==> config.mk <==
export PLATFORM = sky130hd
export DESIGN_NAME = harmonic_integrator
export DESIGN_NICKNAME = d
export VERILOG_FILES = /design/src/hw/rtl/hi_pkg.sv /design/src/hw/rtl/harmonic_integrator.sv /design/src/hw/rtl/hi_cordic.sv
export SDC_FILE = /design/constraint.sdc
export NUM_CORES = 2
export LEC_CHECK = 0
export BUFFER_PORTS_ARGS = -buffer_cell sky130_fd_sc_hd__buf_2
export CAP_MARGIN = 0
export CORE_UTILIZATION = 56
export DETAILED_ROUTE_END_ITERATION = 12
export PLACE_DENSITY_LB_ADDON = 0.12
export SLEW_MARGIN = 5
export SYNTH_ARGS = -nofsm -noshare
export SYNTH_HDL_FRONTEND = slang
export SYNTH_SLANG_ARGS = --single-unit
==> constraint.sdc <==
create_clock -name i_clk -period 8.24 [get_ports i_clk]
set_input_delay 2.472 -clock i_clk [delete_from_list [all_inputs] [get_ports i_clk]]
set_output_delay 2.472 -clock i_clk [all_outputs]
set_load 0.02 [all_outputs]
==> src/hw/rtl/hi_pkg.sv <==
// hi_pkg: shared types, widths, microcode format and program for the harmonic integrator.
// Holds the CORDIC arctangent table. No dependencies.
package hi_pkg;

    // Field and register widths
    localparam int ERR_W      = 24;
    localparam int STEP_W     = 20;
    localparam int GAIN_W     = 24;
    localparam int LIMIT_W    = 31;
    localparam int INT_W      = 32;
    localparam int TRIG_W     = 16;
    localparam int TRIG_FRAC  = 15;
    localparam int CORR_W     = 33;
    localparam int CFG_IDX_W  = 1;
    localparam int CFG_DATA_W = 31;

    localparam logic [LIMIT_W-1:0] LIMIT_RESET = {LIMIT_W{1'b1}};

    // CORDIC: Q2.30 words, 32-bit full-turn angle
    localparam int ANGLE_W      = 32;
    localparam int CW_W         = 33;
    localparam int CORDIC_ITERS = 16;
    localparam int ITER_W       = 4;
    localparam logic [ITER_W-1:0] ITER_LAST = ITER_W'(CORDIC_ITERS - 1);
    localparam logic signed [CW_W-1:0] CORDIC_K = 33'sd652032874;

    localparam logic [ANGLE_W-1:0] TURN_ATAN [CORDIC_ITERS] = '{
        32'h20000000, 32'h12E4051E, 32'h09FB385B, 32'h051111D4,
        32'h028B0D43, 32'h0145D7E1, 32'h00A2F61E, 32'h00517C55,
        32'h0028BE53, 32'h00145F2F, 32'h000A2F98, 32'h000517CC,
        32'h00028BE6, 32'h000145F3, 32'h0000A2FA, 32'h0000517D
    };

    typedef logic signed [TRIG_W-1:0] t_trig;

    typedef enum logic [CFG_IDX_W-1:0] {
        REG_INTEGRAL_GAIN  = 1'd0,
        REG_INTEGRAL_LIMIT = 1'd1
    } t_reg_idx;

    typedef struct packed {
        logic              load;
        logic              iterate;
        logic [ITER_W-1:0] iter;
    } t_cordic_ctl;

    // Microcode word
    typedef enum logic [2:0] {
        UOP_NOP, UOP_LOAD, UOP_CORDIC, UOP_TRIG, UOP_INT_S, UOP_INT_C, UOP_SAVE, UOP_OUT
    } t_uop;

    typedef enum logic [2:0] {
        OPA_SIN, OPA_COS, OPA_PQ15, OPA_PFRAC, OPA_SINT, OPA_CINT
    } t_opa;

    typedef enum logic [2:0] {
        OPB_GAIN, OPB_ERR, OPB_STEP, OPB_SIN, OPB_COS
    } t_opb;

    // Hold conditions: while true the step counter stays put, otherwise it loads the target
    typedef enum logic [1:0] {
        COND_NONE, COND_NO_INPUT, COND_CORDIC_MORE, COND_OUT_BUSY
    } t_cond;

    localparam int STEP_CNT_W = 4;
    typedef logic [STEP_CNT_W-1:0] t_step;

    typedef struct packed {
        t_uop  op;
        logic  mul_en;
        t_opa  a_sel;
        t_opb  b_sel;
        t_cond cond;
        t_step target;
    } t_uword;

    localparam t_step ST_IDLE   = 4'd0;
    localparam t_step ST_CORDIC = 4'd1;
    localparam t_step ST_TRIG   = 4'd2;
    localparam t_step ST_S_GAIN = 4'd3;
    localparam t_step ST_S_ERR  = 4'd4;
    localparam t_step ST_S_STEP = 4'd5;
    localparam t_step ST_S_INT  = 4'd6;
    localparam t_step ST_C_ERR  = 4'd7;
    localparam t_step ST_C_STEP = 4'd8;
    localparam t_step ST_C_INT  = 4'd9;
    localparam t_step ST_PROD_C = 4'd10;
    localparam t_step ST_OUT    = 4'd11;

    function automatic t_uword uw(input t_uop op, input logic mul, input t_opa a,
                                  input t_opb b, input t_cond c, input t_step tgt);
        return '{op, mul, a, b, c, tgt};
    endfunction

    // Program ROM
    function automatic t_uword hi_ucode(input t_step s);
        t_uword w;
        unique case (s)
            ST_IDLE:   w = uw(UOP_LOAD,   1'b0, OPA_SIN,   OPB_GAIN, COND_NO_INPUT,    ST_CORDIC);
            ST_CORDIC: w = uw(UOP_CORDIC, 1'b0, OPA_SIN,   OPB_GAIN, COND_CORDIC_MORE, ST_TRIG);
            ST_TRIG:   w = uw(UOP_TRIG,   1'b0, OPA_SIN,   OPB_GAIN, COND_NONE,        ST_S_GAIN);
            ST_S_GAIN: w = uw(UOP_NOP,    1'b1, OPA_SIN,   OPB_GAIN, COND_NONE,        ST_S_ERR);
            ST_S_ERR:  w = uw(UOP_NOP,    1'b1, OPA_PQ15,  OPB_ERR,  COND_NONE,        ST_S_STEP);
            ST_S_STEP: w = uw(UOP_NOP,    1'b1, OPA_PFRAC, OPB_STEP, COND_NONE,        ST_S_INT);
            ST_S_INT:  w = uw(UOP_INT_S,  1'b1, OPA_COS,   OPB_GAIN, COND_NONE,        ST_C_ERR);
            ST_C_ERR:  w = uw(UOP_NOP,    1'b1, OPA_PQ15,  OPB_ERR,  COND_NONE,        ST_C_STEP);
            ST_C_STEP: w = uw(UOP_NOP,    1'b1, OPA_PFRAC, OPB_STEP, COND_NONE,        ST_C_INT);
            ST_C_INT:  w = uw(UOP_INT_C,  1'b1, OPA_SINT,  OPB_SIN,  COND_NONE,        ST_PROD_C);
            ST_PROD_C: w = uw(UOP_SAVE,   1'b1, OPA_CINT,  OPB_COS,  COND_NONE,        ST_OUT);
            ST_OUT:    w = uw(UOP_OUT,    1'b0, OPA_SIN,   OPB_GAIN, COND_OUT_BUSY,    ST_IDLE);
            default:   w = uw(UOP_NOP,    1'b0, OPA_SIN,   OPB_GAIN, COND_NONE,        ST_IDLE);
        endcase
        return w;
    endfunction

endpackage

==> src/hw/rtl/harmonic_integrator.sv <==
// harmonic_integrator: microcoded sine/cosine harmonic integrator, top level.
// Depends on hi_pkg and hi_cordic.
//
// Usage
//   Input channel (i_in_valid / o_in_ready) carries one transaction: error sample,
//   phase and phase step. Output channel (o_out_valid / i_out_ready) returns one
//   correction per input transaction, in order.
//   Configuration is a plain write port (i_cfg_we, i_cfg_index, i_cfg_data);
//   write only while the block is idle. Index 0 is the gain, 1 the limit.
// Timing
//   A short program in a ROM steps a CORDIC unit and a single shared 24-bit by
//   33-bit multiplier (at the default FRAC_BITS). The 16 CORDIC iterations (one
//   per cycle), one step to latch sine and cosine, eight multiply/integrate steps
//   and the output step run in that order from acceptance to o_out_valid; a new
//   transaction is taken only once the program is back on its idle step.
//   The block holds one transaction at a time; o_in_ready is high only on the
//   idle step of the program.
// Reset (synchronous, active low)
//   Both integrators clear, gain goes to zero, limit to full scale, output empty.
// Back-pressure
//   The result sits in an output register, so the next transaction can be taken
//   while it waits. If a new result is ready and the old one is still not taken,
//   the program holds on its last step until the output register frees up.
module harmonic_integrator #(
    parameter int PHASE_BITS = 16,
    parameter int FRAC_BITS  = 16
) (
    input  logic                                 i_clk,
    input  logic                                 i_rst_n,
    input  logic                                 i_cfg_we,
    input  logic [hi_pkg::CFG_IDX_W-1:0]         i_cfg_index,
    input  logic [hi_pkg::CFG_DATA_W-1:0]        i_cfg_data,
    input  logic                                 i_in_valid,
    output logic                                 o_in_ready,
    input  logic signed [hi_pkg::ERR_W-1:0]      i_error_sample,
    input  logic [PHASE_BITS-1:0]                i_phase,
    input  logic signed [hi_pkg::STEP_W-1:0]     i_phase_step,
    output logic                                 o_out_valid,
    input  logic                                 i_out_ready,
    output logic signed [hi_pkg::CORR_W-1:0]     o_correction
);
    import hi_pkg::*;

    // a = gain*trig >> 15, b = a*err >> F, inc = b*step >> F
    localparam int A_W   = GAIN_W + TRIG_W - TRIG_FRAC;
    localparam int B_W   = A_W + ERR_W - FRAC_BITS;
    localparam int INC_W = B_W + STEP_W - FRAC_BITS;
    localparam int MA_W  = (B_W > INT_W) ? B_W : INT_W;   // wide multiplier operand
    localparam int MB_W  = GAIN_W;                        // narrow multiplier operand
    localparam int P_W   = MA_W + MB_W;
    localparam int SUM_W = ((INC_W > INT_W) ? INC_W : INT_W) + 1;
    localparam int SP_W  = TRIG_W + INT_W;                // trig * integrator
    localparam int CSH_W = SP_W + 1 - TRIG_FRAC;

    localparam logic signed [CORR_W-1:0] CORR_MAX = {1'b0, {(CORR_W-1){1'b1}}};
    localparam logic signed [CORR_W-1:0] CORR_MIN = {1'b1, {(CORR_W-1){1'b0}}};

    // Sequencer
    t_step              r_step, n_step;
    logic [ITER_W-1:0]  r_iter, n_iter;
    t_uword             uword;
    logic               hold;
    logic               accept;

    // Configuration
    logic signed [GAIN_W-1:0] r_gain, n_gain;
    logic [LIMIT_W-1:0]       r_limit, n_limit;

    // Datapath
    logic signed [ERR_W-1:0]  r_err, n_err;
    logic signed [STEP_W-1:0] r_pstep, n_pstep;
    t_trig                    r_sin, n_sin, r_cos, n_cos;
    logic signed [P_W-1:0]    r_prod, n_prod;
    logic signed [SP_W-1:0]   r_acc, n_acc;
    logic signed [INT_W-1:0]  r_si, n_si, r_ci, n_ci;
    logic                     r_out_valid, n_out_valid;
    logic signed [CORR_W-1:0] r_correction, n_correction;

    logic signed [MA_W-1:0]   op_a;
    logic signed [MB_W-1:0]   op_b;
    logic signed [P_W-1:0]    mul_res;

    logic signed [INC_W-1:0]  inc;
    logic signed [INT_W-1:0]  int_src, int_new, lim32;
    logic signed [SUM_W-1:0]  int_sum, lim_pos;

    logic signed [SP_W:0]     corr_sum;
    logic signed [CSH_W-1:0]  corr_sh;
    logic signed [CORR_W-1:0] corr_sat;

    t_cordic_ctl              cordic_ctl;
    t_trig                    cordic_sin, cordic_cos;

    hi_cordic #(
        .PHASE_BITS (PHASE_BITS)
    ) u_cordic (
        .i_clk   (i_clk),
        .i_ctl   (cordic_ctl),
        .i_phase (i_phase),
        .o_sin   (cordic_sin),
        .o_cos   (cordic_cos)
    );

    // Shared multiplier operand selection
    always_comb begin
        unique case (uword.a_sel)
            OPA_SIN:   op_a = MA_W'(r_sin);
            OPA_COS:   op_a = MA_W'(r_cos);
            OPA_PQ15:  op_a = MA_W'(signed'(r_prod[TRIG_FRAC +: A_W]));
            OPA_PFRAC: op_a = MA_W'(signed'(r_prod[FRAC_BITS +: B_W]));
            OPA_SINT:  op_a = MA_W'(r_si);
            OPA_CINT:  op_a = MA_W'(r_ci);
            default:   op_a = '0;
        endcase
        unique case (uword.b_sel)
            OPB_GAIN: op_b = r_gain;
            OPB_ERR:  op_b = MB_W'(r_err);
            OPB_STEP: op_b = MB_W'(r_pstep);
            OPB_SIN:  op_b = MB_W'(r_sin);
            OPB_COS:  op_b = MB_W'(r_cos);
            default:  op_b = '0;
        endcase
        mul_res = op_a * op_b;
    end

    // Integrator update: one adder and clamp, shared by both integrators
    always_comb begin
        int_src = (uword.op == UOP_INT_C) ? r_ci : r_si;
        inc     = signed'(r_prod[FRAC_BITS +: INC_W]);
        int_sum = SUM_W'(int_src) + SUM_W'(inc);
        lim32   = signed'({1'b0, r_limit});
        lim_pos = SUM_W'(lim32);
        if (int_sum > lim_pos) begin
            int_new = lim32;
        end else if (int_sum < -lim_pos) begin
            int_new = -lim32;
        end else begin
            int_new = int_sum[INT_W-1:0];
        end
    end

    // Correction: sin*si held in r_acc, cos*ci in r_prod
    always_comb begin
        corr_sum = (SP_W+1)'(r_acc) + (SP_W+1)'(signed'(r_prod[SP_W-1:0]));
        corr_sh  = corr_sum[SP_W:TRIG_FRAC];
        if (corr_sh > CSH_W'(CORR_MAX)) begin
            corr_sat = CORR_MAX;
        end else if (corr_sh < CSH_W'(CORR_MIN)) begin
            corr_sat = CORR_MIN;
        end else begin
            corr_sat = corr_sh[CORR_W-1:0];
        end
    end

    // Sequencer and next-state logic
    always_comb begin
        uword = hi_ucode(r_step);

        unique case (uword.cond)
            COND_NONE:        hold = 1'b0;
            COND_NO_INPUT:    hold = !i_in_valid;
            COND_CORDIC_MORE: hold = (r_iter != ITER_LAST);
            COND_OUT_BUSY:    hold = r_out_valid && !i_out_ready;
        endcase

        o_in_ready = (uword.op == UOP_LOAD);
        accept     = i_in_valid && o_in_ready;
        n_step     = hold ? r_step : uword.target;

        n_iter       = r_iter;
        n_gain       = r_gain;
        n_limit      = r_limit;
        n_err        = r_err;
        n_pstep      = r_pstep;
        n_sin        = r_sin;
        n_cos        = r_cos;
        n_prod       = r_prod;
        n_acc        = r_acc;
        n_si         = r_si;
        n_ci         = r_ci;
        n_out_valid  = r_out_valid;
        n_correction = r_correction;

        cordic_ctl.load    = 1'b0;
        cordic_ctl.iterate = 1'b0;
        cordic_ctl.iter    = r_iter;

        if (i_cfg_we) begin
            unique case (t_reg_idx'(i_cfg_index))
                REG_INTEGRAL_GAIN:  n_gain  = i_cfg_data[GAIN_W-1:0];
                REG_INTEGRAL_LIMIT: n_limit = i_cfg_data[LIMIT_W-1:0];
            endcase
        end

        if (r_out_valid && i_out_ready) begin
            n_out_valid = 1'b0;
        end

        if (uword.mul_en) begin
            n_prod = mul_res;
        end

        unique case (uword.op)
            UOP_NOP: begin
            end
            UOP_LOAD: begin
                if (accept) begin
                    n_err           = i_error_sample;
                    n_pstep         = i_phase_step;
                    n_iter          = '0;
                    cordic_ctl.load = 1'b1;
                end
            end
            UOP_CORDIC: begin
                cordic_ctl.iterate = 1'b1;
                n_iter             = r_iter + 1'b1;
            end
            UOP_TRIG: begin
                n_sin = cordic_sin;
                n_cos = cordic_cos;
            end
            UOP_INT_S: begin
                n_si = int_new;
            end
            UOP_INT_C: begin
                n_ci = int_new;
            end
            UOP_SAVE: begin
                n_acc = r_prod[SP_W-1:0];
            end
            UOP_OUT: begin
                if (!hold) begin
                    n_out_valid  = 1'b1;
                    n_correction = corr_sat;
                end
            end
        endcase
    end

    // Control and architectural state
    always_ff @(posedge i_clk) begin
        if (!i_rst_n) begin
            r_step      <= ST_IDLE;
            r_iter      <= '0;
            r_out_valid <= 1'b0;
            r_gain      <= '0;
            r_limit     <= LIMIT_RESET;
            r_si        <= '0;
            r_ci        <= '0;
        end else begin
            r_step      <= n_step;
            r_iter      <= n_iter;
            r_out_valid <= n_out_valid;
            r_gain      <= n_gain;
            r_limit     <= n_limit;
            r_si        <= n_si;
            r_ci        <= n_ci;
        end
    end

    // Payload registers
    always_ff @(posedge i_clk) begin
        r_err        <= n_err;
        r_pstep      <= n_pstep;
        r_sin        <= n_sin;
        r_cos        <= n_cos;
        r_prod       <= n_prod;
        r_acc        <= n_acc;
        r_correction <= n_correction;
    end

    assign o_out_valid  = r_out_valid;
    assign o_correction = r_correction;

endmodule

==> src/hw/rtl/hi_cordic.sv <==
// hi_cordic: one-iteration-per-cycle CORDIC giving Q1.15 sine and cosine of a full-turn phase.
// Depends on hi_pkg; stepped by the sequencer in harmonic_integrator.
module hi_cordic #(
    parameter int PHASE_BITS = 16
) (
    input  logic                 i_clk,
    input  hi_pkg::t_cordic_ctl  i_ctl,
    input  logic [PHASE_BITS-1:0] i_phase,
    output hi_pkg::t_trig        o_sin,
    output hi_pkg::t_trig        o_cos
);
    import hi_pkg::*;

    localparam int PAD_W = ANGLE_W - PHASE_BITS;

    logic signed [CW_W-1:0] r_x, r_y, r_z;
    logic signed [CW_W-1:0] n_x, n_y, n_z;
    logic                   r_flip, n_flip;

    logic [ANGLE_W-1:0]     angle;
    logic signed [CW_W-1:0] x_sh, y_sh, atan, x_out, y_out;

    // Round to nearest, then saturate to Q1.15
    function automatic t_trig to_q15(input logic signed [CW_W-1:0] v);
        logic signed [CW_W:0]           r;
        logic signed [CW_W-TRIG_FRAC:0] sh;
        r  = (CW_W+1)'(v) + (CW_W+1)'(16384);
        sh = r[CW_W:TRIG_FRAC];
        if (sh > (CW_W-TRIG_FRAC+1)'(32767)) begin
            return 16'sh7FFF;
        end else if (sh < -(CW_W-TRIG_FRAC+1)'(32768)) begin
            return 16'sh8000;
        end else begin
            return sh[TRIG_W-1:0];
        end
    endfunction

    always_comb begin
        angle = {i_phase, {PAD_W{1'b0}}};
        x_sh  = r_x >>> i_ctl.iter;
        y_sh  = r_y >>> i_ctl.iter;
        atan  = CW_W'(TURN_ATAN[i_ctl.iter]);

        n_x    = r_x;
        n_y    = r_y;
        n_z    = r_z;
        n_flip = r_flip;

        if (i_ctl.load) begin
            // second and third quadrants: rotate by half a turn, negate at the end
            n_flip = angle[ANGLE_W-1] ^ angle[ANGLE_W-2];
            n_x    = CORDIC_K;
            n_y    = '0;
            n_z    = CW_W'(signed'({angle[ANGLE_W-1] ^ n_flip, angle[ANGLE_W-2:0]}));
        end else if (i_ctl.iterate) begin
            if (!r_z[CW_W-1]) begin
                n_x = r_x - y_sh;
                n_y = r_y + x_sh;
                n_z = r_z - atan;
            end else begin
                n_x = r_x + y_sh;
                n_y = r_y - x_sh;
                n_z = r_z + atan;
            end
        end

        y_out = r_flip ? -r_y : r_y;
        x_out = r_flip ? -r_x : r_x;
        o_sin = to_q15(y_out);
        o_cos = to_q15(x_out);
    end

    always_ff @(posedge i_clk) begin
        r_x    <= n_x;
        r_y    <= n_y;
        r_z    <= n_z;
        r_flip <= n_flip;
    end

endmodule

==> impl_metrics.yaml <==
status:
  status: "completed"
synthesis:
  synthCells: 7068
  yosys.area_share.simple_pct: 15.3
  yosys-top-cells-area: "fa_1 25%, edfxtp_1 11%, ha_1 8.4%"
  synth-xor-area-share_pct: 5.36
  yosys_warnings: 0
  synth_compound_area_share_pct: 14.1
  yosys_register_bits: 454
  synth_edf_count: 228
  synth_top_area_share_pct: 25.0
  synth-adder-area-share_pct: 33.3
  syn_nets: 8344
  yosysTopAreaCell: "fa_1"
  synth_top_family_by_area: "adder cells"
  synth_area_per_cell_um2: 8.71
  synthArstFlopShare_pct: 0
  netlist_area_um2: 61600
  yosysSeqAreaShare_pct: 18.5
  synth.distinct_cells: 104
  synth_mux_area_share_pct: 5.08
  synth_flop_cell: "edfxtp_1"
global_route:
  grt_max_degree: 101
  grt_use_total_pct: 37.7
  gr-total-overflow: 0
  grt_first_pass_wirelength_um: 318000
  antenna_found_initial: 3
  grt_pass1_vias: 53000
worst_setup_path:
  cp-start-kind: "flip-flop"
  cp_slowest_cell: "fa_1"
  crit_path_max_fanout: 8
  crit_buf_inv: 13
  end_kind: "flip-flop"
  path_delay_family: "adder cells"
  critPathMaxStageDelay_ns: 0.55
  required_ns: 8.61
  worstPathArrival_ns: 8.56
  path_class: "reg2reg"
worst_hold_path:
  min_path_type: "reg2reg"
timing:
  clock-skew-final_ns: 0.0412
  slew-limit-headroom_pct: 16.3
  finalCritPeriodShare_pct: 99.4
  clock.fmax_ghz: 0.122
  holdWs_ns: 0.453
  drv_slew: 0
  rsz0062_at_grt: "true"
  period_needed_ns: 8.19
  setup_violations: 0
  worstMarginPinSlew_ns: 1.24
  final_hold_viol_count: 0
clock_tree:
  htree_levels: 2
  clockBufferDepth: 3
  ctsRootBufferMaster: "clkbuf_16"
  cts_buffers: 50
  numClockSinks: 454
  cts_tree: "done"
  cts_hold_buffers: 0
  clk_latency_ns: 0.65
  clkTransAtPathRegs_ns: 0.06
floorplanning:
  die-area_um2: 111000
  die_x_um: 334
  die_y_um: 334
  io_pins: 132
  rows: 121
  initial_core_util_pct: 56.5
  core_area_um2: 109000
place:
  io_buffers: 131
  hpwl_um: 171000
  routabilityCongestion: 1.05
  placed_cells: 8790
cells_and_area:
  drive_gt1_share_pct: 16.3
  fin_util_pct: 65.2
  instances_no_fill: 8963
  layout.nets: 8784
  syn2layout_area_growth_pct: 15.5
  num-fill-cells: 9278
  multi_input_area_um2: 46300
  regArea_um2: 11400
detailed_routing:
  num_vias: 54100
  wl_per_cell_um: 23.6
  drc: 0
  drtIter0Drc: 5099
  first_pass_iters: 8
  antenna_left: 0
  drt-total-wl_um: 211000
  via_per_inst: 6.04
run:
  maxCapViolCount: 0
-- layer usage --
metal  vias to the layer above  wire length [um]  global-route usage, %
li1                      24500                 -                      -
met1                     26700             84500                   50.1
met2                      2471             96500                   60.1
met3                       493             18500                   6.42
met4                         4             11800                   17.4
met5                         -                36                      0
-- cell usage in the layout, fill, tap and decap left out, types with 56 or more instances in the layout --
master	instances
nand3_1	143
nor2_1	515
and3_1	56
xnor2_1	238
nor3_1	59
ha_1	390
inv_1	950
a21o_1	103
o21ai_0	325
a21oi_1	324
buf_4	512
edfxtp_1	228
a31oi_1	58
fa_1	743
nand2_1	997
mux2i_1	123
nand2b_1	60
xor2_1	134
buf_2	132
dfxtp_1	215
mux4_2	60
buf_6	56
-- synthesized netlist by cell type (all sizes together), types with 152 or more instances --
cell type,number
a21oi,338
clkbuf,311
dfxtp,226
edfxtp,228
fa,768
ha,411
inv,967
nand2,1011
nand3,152
nor2,529
o21ai,361
xnor2,240
-- path summary, 6_finish.rpt --
path / endpoint / start / cells past startpoint / slack, ns
min reg2reg: r_acc[0] / r_prod[0] / 0 / 0.45
min: r_acc[0] / r_prod[0] / 0 / 0.45
max: r_prod[44] / uword[10] / 36 / 0.05
max reg2reg: r_prod[44] / uword[10] / 36 / 0.05
-- area by class of cell --
cell class / instances / area share (%)
antenna: 1 / 0.00352
clock buffer: 60 / 1.87
clock inverter: 32 / 0.421
inverter: 971 / 5.14
multi-input combinational: 5272 / 65.1
sequential: 454 / 16.0
tap: 1414 / 2.49
timing repair buffer: 759 / 8.93
-- metrics by stage --
| step | instance area (um2) | TNS [ns] | setup slack [ns] |
|---|---|---|---|
| CTS | 69500 | 0 | 0.000597 |
| detailed placement | 67400 | -5.00 | -0.580 |
| floorplan | 61700 | 0 | 0.000162 |
| global route | 71100 | -0.775 | -0.132 |
| finish | 71100 | 0 | 0.0464 |
| global placement | 67400 | -4.17 | -0.485 |
-- sequential cells by signal (all words and copies together), names as in the netlist, 16 cells and up --
register	cells
r_prod	53
r_acc	48
o_correction	33
u_cordic.r_x	33
u_cordic.r_y	33
u_cordic.r_z	33
r_ci	32
r_si	32
r_limit	31
r_err	24
r_gain	24
r_pstep	20
r_cos	16
r_sin	16
uword	16
-- logic make-up (layout without fill, tap and decap cells) --
| family | Yosys count | count (layout) |
|---|---|---|
| AOI/OAI and AO/OA | 1352 | 1352 |
| xor gates and xnor gates | 375 | 375 |
| adders and majority gates | 1180 | 1180 |
| buffers and inverters | 1342 | 1822 |
| DFF | 454 | 454 |
| muxes | 232 | 232 |
| other | 0 | 1 |
| and+or+nand+nor | 2133 | 2133 |
-- repair_timing --
action | in CTS | in global routing
setup buffers | 17 | 59
gates cloned | 3 | 5
pin swaps | 19 | 165
gates resized for setup | 68 | 251
endpoints found under the setup margin | 16 | 18
Power is left out: the tool's default activity adds up to more than one toggle a clock period on the data nets, which glitch-free logic cannot reach.
